File: src/hdl/fpc_pkg.sv
package fpc_pkg;

  localparam logic [2:0] ST_NONE   = 3'd0;
  localparam logic [2:0] ST_SAME   = 3'd1;
  localparam logic [2:0] ST_FOUND  = 3'd2;
  localparam logic [2:0] ST_ADDED  = 3'd3;
  localparam logic [2:0] ST_SILENT = 3'd4;
  localparam logic [2:0] ST_FULL   = 3'd5;

  localparam logic [7:0] REG_DAC    = 8'h2b;
  localparam logic [7:0] REG_KEY    = 8'h28;
  localparam logic [7:0] REG_SKIP   = 8'hb3;
  localparam logic [6:0] TL_MAX     = 7'h7f;

  typedef logic [43:0] op_word_t;
  typedef logic [10:0] ch_word_t;
  typedef logic [186:0] patch_t;

  typedef enum logic [2:0] {
    S_IDLE,
    S_CHECK,
    S_READ,
    S_CMP,
    S_APPEND,
    S_DONE
  } state_t;

  typedef struct packed {
    logic decode;
    logic keyon_check;
    logic scan_start;
    logic scan_next;
    logic append;
    logic finish;
    logic [2:0] status;
  } ctrl_t;

  typedef struct packed {
    logic is_keyon;
    logic same;
    logic silent;
    logic hit;
    logic scan_end;
    logic full;
  } stat_t;

endpackage

File: src/hdl/fpc_ctrl.sv
module fpc_ctrl (
  input  logic           clk,
  input  logic           rst_n,
  input  logic           go,
  input  fpc_pkg::stat_t stat,
  output fpc_pkg::ctrl_t ctrl,
  output logic           busy
);

  fpc_pkg::state_t state_r, state_nxt;

  always_ff @(posedge clk) begin
    if (!rst_n) begin
      state_r <= fpc_pkg::S_IDLE;
    end else begin
      state_r <= state_nxt;
    end
  end

  always_comb begin
    state_nxt = state_r;
    unique case (state_r)
      fpc_pkg::S_IDLE:   if (go) state_nxt = fpc_pkg::S_CHECK;
      fpc_pkg::S_CHECK: begin
        if (!stat.is_keyon || stat.same || stat.silent) begin
          state_nxt = fpc_pkg::S_DONE;
        end else if (stat.scan_end) begin
          state_nxt = fpc_pkg::S_APPEND;
        end else begin
          state_nxt = fpc_pkg::S_READ;
        end
      end
      fpc_pkg::S_READ:   state_nxt = fpc_pkg::S_CMP;
      fpc_pkg::S_CMP: begin
        if (stat.hit) begin
          state_nxt = fpc_pkg::S_DONE;
        end else if (stat.scan_end) begin
          state_nxt = fpc_pkg::S_APPEND;
        end else begin
          state_nxt = fpc_pkg::S_READ;
        end
      end
      fpc_pkg::S_APPEND: state_nxt = fpc_pkg::S_DONE;
      fpc_pkg::S_DONE:   state_nxt = fpc_pkg::S_IDLE;
      default:           state_nxt = fpc_pkg::S_IDLE;
    endcase
  end

  always_comb begin
    ctrl = '0;
    busy = 1'b1;
    unique case (state_r)
      fpc_pkg::S_IDLE: begin
        busy = 1'b0;
        ctrl.decode = go;
      end
      fpc_pkg::S_CHECK: begin
        ctrl.keyon_check = stat.is_keyon;
        ctrl.scan_start = 1'b1;
        if (!stat.is_keyon) ctrl.status = fpc_pkg::ST_NONE;
        else if (stat.same) ctrl.status = fpc_pkg::ST_SAME;
        else if (stat.silent) ctrl.status = fpc_pkg::ST_SILENT;
      end
      fpc_pkg::S_READ: ;
      fpc_pkg::S_CMP: begin
        ctrl.scan_next = 1'b1;
        if (stat.hit) ctrl.status = fpc_pkg::ST_FOUND;
      end
      fpc_pkg::S_APPEND: begin
        ctrl.append = !stat.full;
        ctrl.status = stat.full ? fpc_pkg::ST_FULL : fpc_pkg::ST_ADDED;
      end
      fpc_pkg::S_DONE: ctrl.finish = 1'b1;
      default: ;
    endcase
  end

endmodule

File: config.mk
export PLATFORM = sky130hd
export DESIGN_NAME = fpc_ctrl
export DESIGN_NICKNAME = d
export VERILOG_FILES = /design/src/hdl/fpc_pkg.sv /design/src/hdl/fpc_ctrl.sv
export SDC_FILE = /design/constraint.sdc
export NUM_CORES = 1
export LEC_CHECK = 0
export ABC_AREA = 1
export BUFFER_PORTS_ARGS = -buffer_cell sky130_fd_sc_hd__buf_4
export CAP_MARGIN = 0
export CORE_AREA = 2 2 39 41
export DETAILED_ROUTE_END_ITERATION = 8
export DIE_AREA = 0 0 41 43
export PLACE_DENSITY = 0.57
export SLEW_MARGIN = 20
export SYNTH_ARGS = -nofsm -noshare
export SYNTH_HDL_FRONTEND = slang
export SYNTH_SLANG_ARGS = --single-unit
File: constraint.sdc
create_clock -name clk -period 1.3 [get_ports clk]
set_clock_uncertainty 0.1 [all_clocks]
set_input_delay 0.13 -clock clk [delete_from_list [all_inputs] [get_ports clk]]
set_output_delay 0.13 -clock clk [all_outputs]
set_load 0.1 [all_outputs]
Yosys cells after proc, flatten, opt, wreduce, memory -nomap -nowiden
Index checks and enable logic that the tools add are counted.
{"block": "classes", "n_eq_ne": 6, "muxes": 17, "n_reduce_logical": 5}
{"op": "3-bit 2-to-1 mux", "count": 8}
{"op": "3-bit one-hot mux with 5 select lines", "count": 1}
{"op": "3-bit one-hot mux with 3 select lines", "count": 1}
{"op": "3-bit by 2-bit == test with 1-bit output (second input constant)", "count": 2}
{"op": "3-bit == test (second input constant)", "count": 2}
{"op": "1-bit 2-to-1 mux", "count": 5}
{"op": "2-bit 2-to-1 mux", "count": 2}
{"op": "3-bit by 1-bit == test with 1-bit output (second input constant)", "count": 1}
{"op": "3-bit logical NOT", "count": 1}
{"op": "1-bit logical NOT", "count": 2}
{"op": "1-bit logical OR", "count": 2}
{"op": "2-bit inequality test (second input constant)", "count": 1}
{"block": "totals", "regBits": 3, "word_cells": 29}

Longest topological paths before layout
{"block": "depth", "depth_word": 5, "mapped_depth": 6}

Least setup slack after synthesis
OpenSTA, ideal clock, no wires.
{"block": "synth_timing", "kind": "register to output", "start": "register state_r[2]", "end": "output port ctrl[2] (netlist name)", "arrival_ns": 2.658, "required_time_ns": 1.070, "setup_slack_ns": -1.588, "stages_incl_launch_ff": 4, "path_cell_list": "dfxtp_1 > inv_2 > nand3_2 > o21ai_0"}
{"element": "start, declared", "line_no": "fpc_ctrl.sv:10", "text": "fpc_pkg::state_t state_r, state_nxt;"}
{"element": "start signal, assigned", "line_no": "fpc_ctrl.sv:14", "text": "state_r <= fpc_pkg::S_IDLE;"}
{"element": "start signal, assigned", "line_no": "fpc_ctrl.sv:16", "text": "state_r <= state_nxt;"}
{"element": "end, declared", "line_no": "fpc_ctrl.sv:6", "text": "output fpc_pkg::ctrl_t ctrl,"}

==> results by group <==
Status
  – Status: complete, but fails checks
  – Failing checks: negative setup slack

Synth
  – Post-synth top flop: dfxtp_1
  – Number of synthesized register bits: 3
  – Post-synthesis compound-gate area fraction: 14.5%
  – Netlist Area Pre-Place: 277 um2
  – Yosys warnings: 0
  – Mux cell area share after synthesis: 0%
  – Synth Area in XOR/XNOR: 0%
  – Ys async rst share: 0%
  – Simple-gate share of the synthesized area: 46.2%
  – Avg Cell Area, Syn: 5.22 um2
  – Top-count cell post-synth: nor2_1
  – Post-synth EDFFs: 0
  – Synth top cells by count: nor2_1, nand2_1, inv_1
  – Synthesized Nets: 62
  – Adder-cell share of the synthesized area: 0%
  – Mapped Cells: 53
  – Ranking of synthesized cells by area: dfxtp_1, nor2_1, nand2_1
  – Area leader, netlist: dfxtp_1
  – Register area share after synthesis: 21.7%
  – Largest family of logic cells by synthesized area: simple AND/OR/NAND/NOR gates
  – Top cell type's share of synthesized area: 21.7%
  – Library cells used by synthesis: 14

Floorplanning
  – Die area: 1760 um2
  – Site row count: 14
  – Core ar.: 1380 um2
  – Starting Density: 20.0%
  – Die X: 41 um
  – Die Height: 43 um
  – I/O pin total: 19

Placement
  – Post-DP Area: 564 um2
  – Hpwl dp: 726 um
  – Final Wtd Congestion: 0.667
  – Post-place setup slack: -0.0607 ns
  – Dpl cells: 94
  – Port bufs: 18

Pwr
  – Switching Share: 50.9%
  – Clock share of power: 16.7%
  – Net Switching: 480 uW
  – P_int: 463 uW
  – Overall power: 944 uW
  – PD cells: 1220 nW/um2
  – VDD IR-drop max: 0.000472 V
  – Leak: 0.357 nW
  – Logic pwr share: 71.0%
  – Seq pwr share: 12.3%

Global route
  – Initial antenna violation count: 0
  – GRT overflow: 0
  – Vias in the first global route: 400
  – Largest net degree at the start of global routing: 5
  – First-pass GRT wire length: 1600 um
  – Overall routing resource usage: 13.3%

Clocking
  – Hold buffers post-CTS: 0
  – Root buf cell: clkbuf_4
  – CTS tree: yes
  – H-Tree Depth: 1
  – Max clock buf depth: 2
  – CTS clk-pin slew, worst paths: 0.04 ns
  – Clock Sinks: 3
  – Total CTS buffers: 3
  – Later-pin clock latency in the skew report: 0.23 ns

Routing
  – Vias: 431
  – Via-per-instance ratio: 4.23
  – Drt total wl: 1000 um
  – DRT iter0 DRCs: 4
  – ANT nets after route: 0
  – DR WL/cell: 9.80 um
  – DRC Markers: 0
  – Drt first pass iters: 4

Cells and area
  – Final Non-Filler Cells: 102
  – Final Util: 55.7%
  – Max FFs per register: 3
  – Share of cells above drive strength 1: 62.8%
  – Fillers: 127
  – Top flop regs: state_r (3)
  – N_diodes: 0
  – Biggest register: state_r
  – Layout Nets: 96
  – Final instance area: 771 um2
  – Area Overhead vs Synth: 179%

STA
  – Worst-margin pin slew: 0.194 ns
  – Max-slew headroom: 86.9%
  – Min Tclk post-route: 1.49 ns
  – RSZ-0062 raised after global routing: yes
  – Hold WS: 0.0756 ns
  – Count of final setup violators: 9
  – Setup ws final: -0.186 ns
  – Fin. max-slew vios: 0
  – Final total negative setup slack: -0.967 ns
  – Fin. Hold Viols: 0
  – Fmax achieved: 673 MHz
  – Final Cycle Share: 114%

Worst setup path
  – Crit. End Element: primary output
  – CP max FO: 3
  – CP arrival: 1.26 ns
  – Critical path startpoint category: flip-flop
  – Worst EP required: 1.07 ns
  – WS Path Type: reg2out

Min path
  – Hold Crit Class: in2reg

Job
  – Max-cap viol count: 0
-- power groups by stage --
stage / clock network, mW / logic [mW] / registers [mW]
2_1_floorplan: 0 / 0.396 / 0.115
3_3_place_gp: 0 / 0.532 / 0.115
3_5_place_dp: 0 / 0.534 / 0.114
4_1_cts: 0.164 / 0.663 / 0.116
5_1_grt: 0.173 / 0.698 / 0.118
6_report: 0.158 / 0.670 / 0.116
-- repair_timing --
action	CTS	global route
endpoints found under the setup margin	10	11
pin swaps	5	0
buffers inserted	2	2
gates cloned	0	0
resized for setup	37	0
-- cell type report --
type | instances | area (um2) | share of cell area, %
Clock buffer | 4 | 26.3 | 3.41
Timing Repair Buffer | 29 | 338 | 43.8
Tap cell | 16 | 20.0 | 2.60
Inverter | 13 | 60.1 | 7.79
Sequential cell | 3 | 63.8 | 8.28
Multi-Input combinational cell | 37 | 263 | 34.1
-- placed cells by master, fill, tap and decap left out, drive strengths merged --
cell type / netlist / layout
buf: 0 / 29
nor2: 13 / 13
inv: 13 / 12
nand2: 10 / 10
a21oi: 4 / 4
clkbuf: 0 / 4
nand3: 4 / 4
o21ai: 4 / 4
dfxtp: 3 / 3
clkinvlp: 0 / 1
nand4: 1 / 1
nor3: 1 / 1
-- layer usage --
layer | vias to the layer above | part of all wire, % | global-route usage (%)
met5 | - | 0 | 0
met4 | 0 | 0 | 4.00
met3 | 0 | 2.1 | 3.66
met2 | 6 | 59 | 23.1
met1 | 189 | 39 | 14.7
li1 | 236 | - | -
-- path summary, 6_finish.rpt --
path | startpoint | cells past startpoint | to | slack, ns
max | state_r[0]$_SDFFE_PN0P_ | 6 | ctrl[1] | -0.19
min | rst_n | 3 | state_r[1]$_SDFFE_PN0P_ | 0.08
max reg2reg | state_r[2]$_SDFFE_PN0P_ | 7 | state_r[2]$_SDFFE_PN0P_ | 0.09
min reg2reg | state_r[1]$_SDFFE_PN0P_ | 4 | state_r[1]$_SDFFE_PN0P_ | 0.53
-- worst max-delay path, cell delays in order, from the launching register on --
cell and delay [ns]:
dfxtp_2 0.33, inv_2 0.08, nand2_4 0.06, nor2_4 0.12, inv_4 0.08, o21ai_4 0.16, buf_12 0.19
-- cell families (layout without fill, tap and decap cells) --
group | Yosys count | count (layout)
and+or+nand+nor | 29 | 29
buffers and inverters | 13 | 46
AOI/OAI and AO/OA | 8 | 8
DFF | 3 | 3
(Power assumes the default switching activity.)
